==> src/rtl/dpb_pkg.sv <==
`timescale 1ns / 1ps

package dpb_pkg;

  localparam int CFG_IDX_W  = 3;
  localparam int CFG_DATA_W = 63;

  typedef enum logic [CFG_IDX_W-1:0] {
    CFG_ROT_X       = 3'd0,
    CFG_ROT_Y       = 3'd1,
    CFG_ROT_Z       = 3'd2,
    CFG_TRANSLATION = 3'd3,
    CFG_PRINCIPAL   = 3'd4,
    CFG_INV_FOCAL   = 3'd5,
    CFG_MAX_DEPTH   = 3'd6
  } cfg_idx_e;

  typedef struct packed {
    logic [53:0] rot_row_x;
    logic [53:0] rot_row_y;
    logic [53:0] rot_row_z;
    logic [62:0] translation_xyz;
    logic [23:0] principal_point;
    logic [47:0] inverse_focal;
    logic [15:0] max_depth;
  } cfg_t;

  localparam logic [15:0] MAX_DEPTH_RST = 16'd7000;

  localparam cfg_t CFG_RST = '{
    rot_row_x:       54'd4503599627370496,
    rot_row_y:       54'd17179869184,
    rot_row_z:       54'd65536,
    translation_xyz: 63'd0,
    principal_point: 24'd2667003,
    inverse_focal:   48'd543380504134,
    max_depth:       MAX_DEPTH_RST
  };

  typedef struct packed {
    logic [11:0] pixel_col;
    logic [11:0] pixel_row;
    logic [15:0] raw_depth;
  } pix_t;

  typedef struct packed {
    logic signed [23:0] world_x;
    logic signed [23:0] world_y;
    logic signed [23:0] world_z;
  } point_t;

  // queue entry: offsets from the principal point in half pixels, and depth
  typedef struct packed {
    logic signed [13:0] du;
    logic signed [13:0] dv;
    logic [15:0]        depth;
  } qitem_t;

  localparam int QDEPTH      = 4;
  localparam int QPTR_W      = $clog2(QDEPTH);
  localparam int QCNT_W      = $clog2(QDEPTH + 1);
  localparam int BACK_STAGES = 6;
  localparam int PEND_MAX    = QDEPTH + BACK_STAGES;
  localparam int PEND_W      = $clog2(PEND_MAX + 1);

endpackage

==> src/rtl/dpb_front.sv <==
`timescale 1ns / 1ps

module dpb_front (
  input  logic           in_valid_i,
  output logic           in_stall_o,
  input  dpb_pkg::pix_t  in_data_i,
  input  dpb_pkg::cfg_t  cfg_i,
  input  logic           q_full_i,
  output logic           q_push_o,
  output dpb_pkg::qitem_t q_item_o
);
  import dpb_pkg::*;

  logic keep;

  assign keep = (in_data_i.raw_depth != 16'd0) && (in_data_i.raw_depth < cfg_i.max_depth);

  assign in_stall_o = q_full_i;
  assign q_push_o   = in_valid_i && !q_full_i && keep;

  always_comb begin
    q_item_o.du    = $signed({1'b0, in_data_i.pixel_col, 1'b0})
                   - $signed({2'b00, cfg_i.principal_point[23:12]});
    q_item_o.dv    = $signed({1'b0, in_data_i.pixel_row, 1'b0})
                   - $signed({2'b00, cfg_i.principal_point[11:0]});
    q_item_o.depth = in_data_i.raw_depth;
  end

endmodule

==> config.mk <==
export PLATFORM = sky130hd
export DESIGN_NAME = dpb_front
export DESIGN_NICKNAME = d
export VERILOG_FILES = /design/src/rtl/dpb_pkg.sv /design/src/rtl/dpb_front.sv
export SDC_FILE = /design/constraint.sdc
export NUM_CORES = 1
export LEC_CHECK = 0
export ABC_AREA = 1
export CAP_MARGIN = 10
export CORE_AREA = 3 3 154 156
export DETAILED_ROUTE_END_ITERATION = 16
export DIE_AREA = 0 0 157 159
export DONT_BUFFER_PORTS = 1
export SYNTH_ARGS = -nofsm -noshare
export SYNTH_HDL_FRONTEND = slang
export SYNTH_SLANG_ARGS = --single-unit
==> constraint.sdc <==
create_clock -name vclk -period 1.6
set_clock_uncertainty 0.05 [all_clocks]
set_input_delay 0.16 -clock vclk [all_inputs]
set_output_delay 0.16 -clock vclk [all_outputs]
set_load 0.01 [all_outputs]
==> flow_metrics.env <==
export IMPL_viasPerCell=3.17
export IMPL_dr_first_iter_drc_count=38
export IMPL_crit_type="in2out"
export IMPL_register_area_um2=0
export IMPL_rsz0062_at_grt="yes"
export IMPL_cp_end_kind="output pin"
export IMPL_io_buffer_count=0
export IMPL_cpMostUsedCell="inv_1"
export IMPL_fmax_ghz=0.639
export IMPL_ys_seq_area_share_pct=0
export IMPL_synth_fa_ha_area_share_pct=27.2
export IMPL_final_util_pct=11.1
export IMPL_power_density_nw_per_um2=348
export IMPL_grt_usage_pct=4.82
export IMPL_grt_pass1_wl_mm=9.91
export IMPL_wl_per_cell_um=10.8
export IMPL_ant_nets=0
export IMPL_required_ns=1.39
export IMPL_core_rowCount=55
export IMPL_die_area_um2=25000
export IMPL_setup_viol=0
export IMPL_die_h_um=159
export IMPL_pre_cts_ws_ns=-0.118
export IMPL_synthXorXnorAreaFrac_pct=9.47
export IMPL_grt_ovfl_total=0
export IMPL_use_met1_pct=6.96
export IMPL_setup_ws_ns=0.0358
export IMPL_initial_core_util_pct=8.22
export IMPL_finalHoldViolations=0
export IMPL_fin_crit_sh_pct=97.8
export IMPL_status="finished, final reports clean"
export IMPL_ys_warnings_count=0
export IMPL_syn_cell_area_um2=1850
export IMPL_critPathMaxFanout=4
export IMPL_synth_compound_area_share_pct=15.2
export IMPL_n_fill_cell=2591
export IMPL_grt_antenna_before_repair=0
export IMPL_busiest_layer="met2"
export IMPL_via_count=1907
export IMPL_grtUsageMet2_pct=7.71
export IMPL_syn_inst=308
export IMPL_hold_buffers=0
export IMPL_hold_class="in2out"
export IMPL_io_pins=401
export IMPL_drc=0
export IMPL_drt_pass1_iter_count=4
export IMPL_period_needed_ns=1.56
export IMPL_endpoint="q_item_o[43]"
export IMPL_die_x_um=157
export IMPL_muxShareOfSynthArea_pct=0
export IMPL_crit_start="cfg_i[86]"
export IMPL_syn_avg_cell_area_um2=6.00
export IMPL_synth_top_family_by_area="adder cells"
export IMPL_hpwl_mm=5.91
export IMPL_peakVddDrop_uv=151
export IMPL_synth_fp_nets=702
export IMPL_drive_gt1_share_pct=23.7
export IMPL_gr_usage_met3_pct=1.11
export IMPL_yosys_area_share_simple_pct=25.4
export IMPL_cp_start_kind="input port"
export IMPL_core_area_um2=22500
export IMPL_wirelength_mm=6.53
export IMPL_synth_distinct_cells=21
export IMPL_arrival_ns=1.35
export IMPL_grt_pass1_vias=1985
export IMPL_final_max_slew_viol_count=0
export IMPL_area_growth_pct=35.2
export IMPL_multi_input_area_um2=1650
export IMPL_worst_slew_pin_slew_ns=0.312
export IMPL_diodes=0
export IMPL_critPathSlowestCell="ha_1"
export IMPL_place_gp_congestion=0.786
export IMPL_drv_cap=0
export IMPL_leakagePower_nw=1.22
export IMPL_slowest_delay_ns=0.32
export IMPL_grt_max_degree=6
export IMPL_num_nets_final=713
export IMPL_relSlewSlack_pct=79.1
export IMPL_nFlopsAndLatches=0
export IMPL_crit_chain="inv_1, ha_1, inv_1, o21ai_0, a31oi_1, nand3_2, a21oi_1, buf_4"
export IMPL_nClkBuffers=0
==> layout by cell type (no fill, tap or decap), types with 6 or more instances in the layout <==
| cell type | netlist | final |
|---|---|---|
| o21ai_1 | 0 | 6 |
| nand2_2 | 5 | 7 |
| nand2_1 | 61 | 59 |
| xor2_1 | 15 | 11 |
| o21ai_0 | 13 | 7 |
| a31oi_1 | 7 | 7 |
| a21oi_1 | 21 | 16 |
| ha_1 | 37 | 24 |
| nor2_1 | 19 | 15 |
| a21oi_2 | 2 | 6 |
| ha_4 | 0 | 9 |
| buf_4 | 19 | 28 |
| inv_1 | 74 | 73 |
==> layer usage <==
metal	wire [um]	vias up
li1	-	976
met1	3260	850
met2	2830	79
met3	422	2
met4	14	0
met5	0	-
==> power breakdown <==
group	switching, W	internal [W]	total, W	leakage (nW)
Combinational	0.000495	0.000375	0.000870	1.22
Clock	0	0	0	0
Sequential	0	0	0	0
Total	0.000495	0.000375	0.000870	1.22
==> stage by stage <==
stage	std cells	TNS [ns]	hold slack [ns]	cell area (um2)	total power [W]
after floorplan	308	0	0.362	1850	0.000589
after global placement	601	-0.291	0.270	2270	0.000776
after detailed placement	601	-0.360	0.270	2270	0.000780
after CTS	601	0	0.270	2310	0.000801
after global routing	602	-0.167	0.270	2500	0.000981
final	602	0	0.270	2500	0.000870
==> cell type report <==
cell class	count	area share (%)
repair buffers	28	8.41
inverters	74	11.2
multi-input cells	215	66.1
well taps	285	14.3
==> worst min-delay path by stage <==
stage	cells past startpoint	slack, ns	from	to
after floorplan	1	0.36	q_full_i	in_stall_o
after global placement	0	0.27	in_data_i[8]	q_item_o[8]
after detailed placement	0	0.27	in_data_i[8]	q_item_o[8]
after CTS	0	0.27	in_data_i[8]	q_item_o[8]
after global routing	0	0.27	cfg_i[76]	q_item_o[30]
final	0	0.27	cfg_i[76]	q_item_o[30]
==> worst max-delay path, delay by kind of cell <==
kind	cells	cell delay, ns
compound gates	3	0.46
simple gates	1	0.14
fa+ha+maj	1	0.32
buf+inv	3	0.26
==> synth_stat cells <==
master    count  share of area [%]
fa_1          2                2.2
o21ai_2       4                1.9
buf_4        19                7.7
nor4_1        3                1.0
inv_1        74                 15
nand3_1       8                2.2
ha_1         37                 25
nor3_1        1               0.27
xnor2_1       5                2.4
nor2_1       19                3.9
o21bai_1      2               0.81
a21oi_1      21                5.7
nand2_1      61                 12
nand3b_1      3                1.2
a21oi_2       2               0.95
nor3_2        2                1.1
nand2_2       5                1.7
o21ai_0      13                3.5
xor2_1       15                7.1
a31oi_1       7                2.4
nand4_1       5                1.7
==> timing repair <==
action | 4_1_cts | 5_1_grt
setup buffers | 0 | 1
endpoints found under the setup margin | 6 | 17
gates resized for setup | 7 | 36
pin swaps | 2 | 15
==> cell families after synthesis <==
kind of cell / after synthesis
adder cells (fa/ha/maj): 39
XOR/XNOR: 20
AND/OR/NAND/NOR: 107
buffers and inverters: 93
AO/OA/AOI/OAI: 49
No activity file was read; power rests on OpenSTA's default activity.
