==> src/rtl/dpb_pkg.sv <==
`timescale 1ns / 1ps

package dpb_pkg;

  localparam int CFG_IDX_W  = 3;
  localparam int CFG_DATA_W = 63;

  typedef enum logic [CFG_IDX_W-1:0] {
    CFG_ROT_X       = 3'd0,
    CFG_ROT_Y       = 3'd1,
    CFG_ROT_Z       = 3'd2,
    CFG_TRANSLATION = 3'd3,
    CFG_PRINCIPAL   = 3'd4,
    CFG_INV_FOCAL   = 3'd5,
    CFG_MAX_DEPTH   = 3'd6
  } cfg_idx_e;

  typedef struct packed {
    logic [53:0] rot_row_x;
    logic [53:0] rot_row_y;
    logic [53:0] rot_row_z;
    logic [62:0] translation_xyz;
    logic [23:0] principal_point;
    logic [47:0] inverse_focal;
    logic [15:0] max_depth;
  } cfg_t;

  localparam logic [15:0] MAX_DEPTH_RST = 16'd7000;

  localparam cfg_t CFG_RST = '{
    rot_row_x:       54'd4503599627370496,
    rot_row_y:       54'd17179869184,
    rot_row_z:       54'd65536,
    translation_xyz: 63'd0,
    principal_point: 24'd2667003,
    inverse_focal:   48'd543380504134,
    max_depth:       MAX_DEPTH_RST
  };

  typedef struct packed {
    logic [11:0] pixel_col;
    logic [11:0] pixel_row;
    logic [15:0] raw_depth;
  } pix_t;

  typedef struct packed {
    logic signed [23:0] world_x;
    logic signed [23:0] world_y;
    logic signed [23:0] world_z;
  } point_t;

  // queue entry: offsets from the principal point in half pixels, and depth
  typedef struct packed {
    logic signed [13:0] du;
    logic signed [13:0] dv;
    logic [15:0]        depth;
  } qitem_t;

  localparam int QDEPTH      = 4;
  localparam int QPTR_W      = $clog2(QDEPTH);
  localparam int QCNT_W      = $clog2(QDEPTH + 1);
  localparam int BACK_STAGES = 6;
  localparam int PEND_MAX    = QDEPTH + BACK_STAGES;
  localparam int PEND_W      = $clog2(PEND_MAX + 1);

endpackage

==> src/rtl/dpb_queue.sv <==
`timescale 1ns / 1ps

module dpb_queue (
  input  logic            clk_i,
  input  logic            rst_ni,
  input  logic            push_i,
  input  dpb_pkg::qitem_t push_data_i,
  input  logic            pop_i,
  output logic            full_o,
  output logic            empty_o,
  output dpb_pkg::qitem_t head_o
);
  import dpb_pkg::*;

  qitem_t              mem_q [QDEPTH];
  logic [QPTR_W-1:0]   wr_ptr_q, wr_ptr_d;
  logic [QPTR_W-1:0]   rd_ptr_q, rd_ptr_d;
  logic [QCNT_W-1:0]   cnt_q, cnt_d;

  assign full_o  = (cnt_q == QCNT_W'(QDEPTH));
  assign empty_o = (cnt_q == '0);
  assign head_o  = mem_q[rd_ptr_q];

  always_comb begin
    wr_ptr_d = push_i ? wr_ptr_q + 1'b1 : wr_ptr_q;
    rd_ptr_d = pop_i ? rd_ptr_q + 1'b1 : rd_ptr_q;
    cnt_d    = cnt_q;
    if (push_i && !pop_i) begin
      cnt_d = cnt_q + 1'b1;
    end else if (pop_i && !push_i) begin
      cnt_d = cnt_q - 1'b1;
    end
  end

  always_ff @(posedge clk_i or negedge rst_ni) begin
    if (!rst_ni) begin
      wr_ptr_q <= '0;
      rd_ptr_q <= '0;
      cnt_q    <= '0;
    end else begin
      wr_ptr_q <= wr_ptr_d;
      rd_ptr_q <= rd_ptr_d;
      cnt_q    <= cnt_d;
    end
  end

  always_ff @(posedge clk_i) begin
    if (push_i) begin
      mem_q[wr_ptr_q] <= push_data_i;
    end
  end

endmodule

==> config.mk <==
export PLATFORM = sky130hd
export DESIGN_NAME = dpb_queue
export DESIGN_NICKNAME = d
export VERILOG_FILES = /design/src/rtl/dpb_pkg.sv /design/src/rtl/dpb_queue.sv
export SDC_FILE = /design/constraint.sdc
export NUM_CORES = 1
export LEC_CHECK = 0
export BUFFER_PORTS_ARGS = -buffer_cell sky130_fd_sc_hd__buf_2
export CORE_UTILIZATION = 57
export CTS_BUF_LIST = sky130_fd_sc_hd__clkbuf_16
export DETAILED_ROUTE_END_ITERATION = 8
export GPL_TIMING_DRIVEN = 0
export PLACE_DENSITY = 0.79
export SLEW_MARGIN = 40
export SYNTH_ARGS = -nofsm -noshare
export SYNTH_HDL_FRONTEND = slang
export SYNTH_SLANG_ARGS = --single-unit
==> constraint.sdc <==
create_clock -name clk_i -period 2.61 [get_ports clk_i]
set_input_delay 0.261 -clock clk_i [delete_from_list [all_inputs] [get_ports clk_i]]
set_output_delay 0.261 -clock clk_i [all_outputs]
set_load 0.02 [all_outputs]
==> impl_metrics.py, run 1 <==
metrics = {
    "floorplanning": {
        "core_sq_um": 11500,
        "die_h_um": 111,
        "die-area_sq_um": 12400,
        "start_util_pct": 59.1,
        "ioPinCount": 94,
        "die_w_um": 111,
        "rows": 39,
    },
    "cts": {
        "cts-resized-gates": 0,
        "clkSlewWorstSetupHoldPaths_ps": 70,
        "worst_skew_pair.late_latency_ps": 420,
        "post_cts_buffers": 0,
        "clock-root-buffer": "clkbuf_16",
        "cts.sinks": 183,
        "cts_made_buffers": 17,
        "h-tree-depth": 4,
        "cts_tree": "built",
        "clk_path_buf_depth": 2,
    },
    "final_layout": {
        "layout-drive-gt1-share_pct": 44.7,
        "fin_area_sq_um": 8070,
        "fin_util_pct": 70.0,
        "layoutNonFillerInstCount": 537,
        "n_antenna_cell": 0,
        "syn2layout_area_growth_pct": 18.5,
        "nets": 435,
    },
    "detailed_routing": {
        "vias_per_cell": 5.69,
        "drt_pass1_iterations": 6,
        "met2_length_mm": 5.41,
        "ant_nets": 0,
        "wl_met3_um": 859,
        "highest_layer": "met4",
        "drtIter0Drc": 188,
        "wl_met1_mm": 4.36,
        "num_vias": 3057,
        "wl_mm": 10.9,
        "drc_errors": 18,
        "wl_per_cell_um": 20.4,
    },
    "critical_path": {
        "critPathLaunchType": "register",
        "cp.required_ps": 2350,
        "end_kind": "output pin",
        "critical-path-max-stage-delay_ps": 530,
        "path_max_fanout": 10,
        "crit_type": "register to output pin",
        "path_delay_family": "buffers and inverters",
        "crit_arrival_ps": 1860,
        "path_cells": "buf_6 -> buf_12 -> mux4_2 -> buf_2",
        "cpMaxStageDelayCell": "mux4_2",
        "path_buf_inv": 3,
    },
    "yosys": {
        "synth.yosys.seq_area_share_pct": 80.2,
        "syn_nets": 318,
        "synth-seq-cells": 183,
        "synth_warnings": 0,
        "synth_cells": 264,
        "synth_area_sq_um": 6810,
        "avgSynthCellArea_sq_um": 25.8,
        "synth_cell_types": 19,
    },
    "global_routing": {
        "grt_overflow": 0,
        "grtUsageTotal_pct": 19.8,
        "grt_max_degree": 27,
        "grt_pass1_vias": 3297,
        "antenna_found_initial": 0,
        "grt_pass1_wl_mm": 17.3,
    },
    "place": {
        "dpl.cell_count": 504,
        "dpl_cell_area_sq_um": 7540,
        "dp_hpwl_mm": 6.80,
        "place_congestion": 0.665,
        "portBuffers": 93,
        "pre_cts_ws_ps": 919,
    },
    "timing": {
        "maxSlewViolCount": 0,
        "fin_ws_ps": 487,
        "setup_viol": 0,
        "finalCriticalPeriod_ps": 2120,
        "hold_ws_ps": 44.2,
        "rsz0062_at_grt": "false",
        "tightest_slew_ps": 343,
        "hold_viol": 0,
        "fmax_mhz": 471,
        "skew_ps": 4.98,
        "slew_headroom_pct": 77.1,
        "fin_crit_sh_pct": 81.3,
    },
    "outcome": {
        "violations": "DRC",
        "status": "finished with violations",
    },
    "min_path": {
        "hold_class": "primary input to register",
    },
    "pwr": {
        "ir_drop_mv": 0.683,
        "p_leak_nw": 2.84,
        "power_density_nw_per_um2": 1150,
    },
    "flow_run": {
        "maxCapViolations": 0,
    },
}
[registers in the layout (all words and copies together) (netlist names)]
name	count
cnt_q	3
mem_q	176
rd_ptr_q	2
wr_ptr_q	2
[what timing repair did]
item | 4_1_cts | 5_1_grt
hold buffers | 1 | 0
setup endpoints to repair | 0 | 0
endpoints found under the hold margin | 7 | 0
[through the flow]
stage | setup TNS [ps] | total power [mW]
5_1_grt | 0 | 9.67
4_1_cts | 0 | 9.39
2_1_floorplan | 0 | 6.20
6_report | 0 | 9.27
3_5_place_dp | 0 | 7.18
3_3_place_gp | -34960 | 7.05
[placed cells by master, fill, tap and decap left out, types with 2 or more instances in the layout]
master / synthesis / final
xnor2_1: 2 / 2
buf_12: 4 / 8
ha_1: 5 / 5
xor2_1: 4 / 4
clkinv_2: 0 / 2
clkinvlp_4: 0 / 3
clkbuf_16: 0 / 17
edfxtp_1: 176 / 176
buf_2: 5 / 98
mux4_2: 38 / 38
dfrtp_1: 7 / 7
and2_4: 0 / 4
clkinv_1: 0 / 5
mux4_1: 6 / 6
nand2_1: 2 / 2
clkinv_4: 0 / 3
inv_1: 4 / 5
[cell type report]
| type | instances | area [sq um] |
|---|---|---|
| buffer | 10 | 116 |
| clock inverter | 15 | 90.1 |
| inverter | 4 | 15.0 |
| timing repair buffer | 98 | 556 |
| sequential | 183 | 5460 |
| tap | 143 | 179 |
| clock buffer | 17 | 425 |
| multi-input combinational | 67 | 1220 |
| fill | 694 | 3450 |
[logic make-up after synthesis]
logic type	count (synthesis)	share of synthesized area, %
XOR/XNOR	6	0.772
AND/OR/NAND/NOR	9	0.717
flip-flops	183	80.2
buffers and inverters	14	1.93
AO/OA/AOI/OAI	1	0.0735
multiplexers	45	15.1
adder cells (fa/ha/maj)	6	1.21
[synthesized netlist by cell type (all sizes together)]
cell | instances | share of area [%]
nand2 | 2 | 0.11
mux4 | 44 | 15
nor3 | 1 | 0.073
nor3b | 1 | 0.11
buf | 10 | 1.7
nor2 | 1 | 0.055
xnor2 | 2 | 0.26
xor2 | 4 | 0.51
and2 | 4 | 0.37
o21ai | 1 | 0.073
edfxtp | 176 | 78
inv | 4 | 0.22
mux2 | 1 | 0.17
ha | 5 | 0.92
fa | 1 | 0.29
dfrtp | 7 | 2.6
[power breakdown]
part           leakage, nW  internal, mW  switching (mW)
clock                0.248          1.20            1.00
combinational        0.892          1.34            1.74
sequential            1.70          3.85           0.148
total                 2.84          6.38            2.89
[final timing paths]
kind	start	to	slack, ps	cells after the start
max in group asynchronous	rst_ni	wr_ptr_q[1]$_DFFE_PN0P_	2230	2
worst min-delay path	push_data_i[23]	mem_q[1][23]$_DFFE_PP_	40	1
worst max-delay path	rd_ptr_q[0]$_DFFE_PN0P_	head_o[31]	490	4
worst max register to register	wr_ptr_q[0]$_DFFE_PN0P_	mem_q[0][10]$_DFFE_PP_	970	4
min in group asynchronous	rst_ni	cnt_q[2]$_DFFE_PN0P_	220	2
worst min register to register	cnt_q[2]$_DFFE_PN0P_	cnt_q[2]$_DFFE_PN0P_	490	1
[routing by layer]
layer	track usage (%)	vias up
met4	11.2	0
met2	30.9	112
met5	0	-
li1	-	1354
met3	6.94	25
met1	24.3	1566
No activity file was read; power rests on OpenSTA's default activity.
==> run 2, diff against run 1 <==
==> constraint.sdc (replaced) <==
create_clock -name clk_i -period 2.2 [get_ports clk_i]
set_input_delay 0.22 -clock clk_i [delete_from_list [all_inputs] [get_ports clk_i]]
set_output_delay 0.22 -clock clk_i [all_outputs]
set_load 0.02 [all_outputs]
==> run 2 against run 1 <==
Net effect: the flow still finishes with violations (DRC); clock skew shrank 1.8 ps; sequential share of layout area is 2.6 points lower; final cell count is 6.0% higher; final area increased by 4.0%; critical path type unchanged; highest routed layer unchanged.
==> impl_metrics.py, run 2 (synthesis results as in run 1) <==
metrics = {
    "outcome": {
        "status": "finished with violations",
        "violations": "DRC",
    },
    "floorplanning": {
        "start_util_pct": 59.1,
        "rows": 39,
        "ioPinCount": 94,
        "die_h_um": 111,
        "core_sq_um": 11500,
        "die-area_sq_um": 12400,
        "die_w_um": 111,
    },
    "final_layout": {
        "n_fill_cell": 666,
        "reg.largest.list": "mem_q x176, cnt_q x3",
        "layout_commonest_cell": "edfxtp_1",
        "nets": 467,
        "final_cell_mix": "176 x edfxtp_1, 98 x buf_2, 38 x mux4_2, 33 x dlygate4sd3_1, 17 x clkbuf_16",
        "syn2layout_area_growth_pct": 23.2,
        "n_antenna_cell": 0,
        "regMostFlops": "mem_q",
        "largest_reg_flops": 176,
        "layout-drive-gt1-share_pct": 41.3,
        "fin_util_pct": 72.8,
    },
    "timing": {
        "tns_ps": 0,
        "maxSlewViolCount": 0,
        "slew_headroom_pct": 76.8,
        "tightest_slew_ps": 349,
        "finalCriticalPeriod_ps": 2080,
        "rsz0062_at_grt": "false",
        "fmax_mhz": 480,
        "hold_viol": 0,
        "skew_ps": 3.21,
        "setup_viol": 0,
        "fin_crit_sh_pct": 94.7,
    },
    "cts": {
        "h-tree-depth": 4,
        "worst_skew_pair.late_latency_ps": 420,
        "cts_tree": "built",
        "clkSlewWorstSetupHoldPaths_ps": 60,
        "post_cts_buffers": 0,
        "cts.sinks": 183,
        "clk_path_buf_depth": 2,
        "cts_made_buffers": 17,
        "clock-root-buffer": "clkbuf_16",
    },
    "min_path": {
        "hold_class": "primary input to register",
    },
    "place": {
        "place_congestion": 0.665,
        "dp_hpwl_mm": 6.80,
        "portBuffers": 93,
    },
    "critical_path": {
        "path_buf_inv": 3,
        "critPathLaunchType": "register",
        "cpMaxStageDelayCell": "mux4_2",
        "crit_type": "register to output pin",
        "path_delay_family": "buffers and inverters",
        "crit_arrival_ps": 1860,
        "end_kind": "output pin",
        "path_max_fanout": 10,
        "path_cells": "buf_6 -> buf_12 -> mux4_2 -> buf_2",
        "critical-path-max-stage-delay_ps": 530,
        "cp.required_ps": 1980,
    },
    "global_routing": {
        "grtUsageTotal_pct": 20.8,
        "antenna_found_initial": 0,
        "grt_overflow": 0,
        "grt_max_degree": 27,
        "grt_pass1_wl_mm": 18.3,
        "grt_pass1_vias": 3449,
    },
    "detailed_routing": {
        "drtIter0Drc": 204,
        "drt_pass1_iterations": 6,
        "wl_mm": 11.6,
        "ant_nets": 0,
        "wl_per_cell_um": 20.4,
        "drc_errors": 18,
        "vias_per_cell": 5.65,
        "num_vias": 3217,
    },
    "pwr": {
        "ir_drop_mv": 0.894,
        "finalPower_mw": 11.1,
        "power.internal_mw": 7.61,
        "p_switching_mw": 3.46,
        "p_leak_nw": 2.97,
        "power_density_nw_per_um2": 1320,
        "power_switching_share_pct": 31.3,
        "combPwrFrac_pct": 33.6,
        "clkPwrFrac_pct": 23.6,
        "pwr-share-seq_pct": 42.9,
    },
    "flow_run": {
        "maxCapViolations": 0,
    },
}
==> run 2: cell count changes in the layout (fill, tap and decap cells not counted) <==
cell | before | now
dlygate4sd3_1 | 1 | 33
==> run 2: worst reg2reg max path, cell delays in order, from the launching register on <==
cell and delay, ps:
dfrtp_1 430, inv_1 110, ha_1 170, and2_4 370
buf_12 250
==> run 2: final cells by class <==
class | instances | area, sq um | area share, %
plain buffers | 10 | 116 | 1.39
clock buffers | 17 | 425 | 5.07
clock inverters | 15 | 90.1 | 1.07
inverters | 4 | 15.0 | 0.179
multi-input cells | 67 | 1220 | 14.6
flip-flops and latches | 183 | 5460 | 65.1
well taps | 143 | 179 | 2.13
repair buffers | 130 | 876 | 10.4
==> run 2: per-stage QoR <==
stage	std cells	setup WS [ps]	hold WS (ps)	instance area (sq um)
floorplan	264	121	-75.6	6810
global placement	500	-639	56.4	7450
detailed placement	504	550	63.8	7540
CTS	569	82.1	0.337	8390
global route	569	39.1	5.55	8390
finish	569	117	16.9	8390
==> run 2: worst paths after layout <==
path	start	to	slack [ps]	cells after the start
setup / recovery	rd_ptr_q[0]$_DFFE_PN0P_	head_o[31]	120	4
hold / removal	push_data_i[1]	mem_q[1][1]$_DFFE_PP_	20	1
setup reg to reg	wr_ptr_q[0]$_DFFE_PN0P_	mem_q[0][8]$_DFFE_PP_	560	4
hold reg to reg	cnt_q[2]$_DFFE_PN0P_	cnt_q[2]$_DFFE_PN0P_	490	1
max in group asynchronous	rst_ni	rd_ptr_q[1]$_DFFE_PN0P_	1870	2
min in group asynchronous	rst_ni	cnt_q[0]$_DFFE_PN0P_	170	2
==> run 2: power by group through the flow <==
| stage | Clock, mW | Combinational (mW) | Sequential (mW) |
|---|---|---|---|
| after floorplan | 0 | 2.58 | 4.77 |
| after global placement | 0 | 3.55 | 4.81 |
| after detailed placement | 0 | 3.70 | 4.81 |
| after CTS | 2.66 | 3.78 | 4.75 |
| after global routing | 2.79 | 3.94 | 4.80 |
| final | 2.61 | 3.71 | 4.75 |
==> run 2: repair_timing <==
item,4_1_cts,5_1_grt
setup endpoints to repair,0,0
hold buffers,33,0
resized for setup,0,0
hold endpoints to repair,126,0
==> run 2: layer usage <==
metal | vias to the layer above | track usage, % | wire length, um
met5 | - | 0 | 0
met4 | 0 | 10.8 | 317
met3 | 23 | 6.83 | 673
met2 | 104 | 33.6 | 5890
met1 | 1664 | 25.2 | 4730
li1 | 1426 | - | -
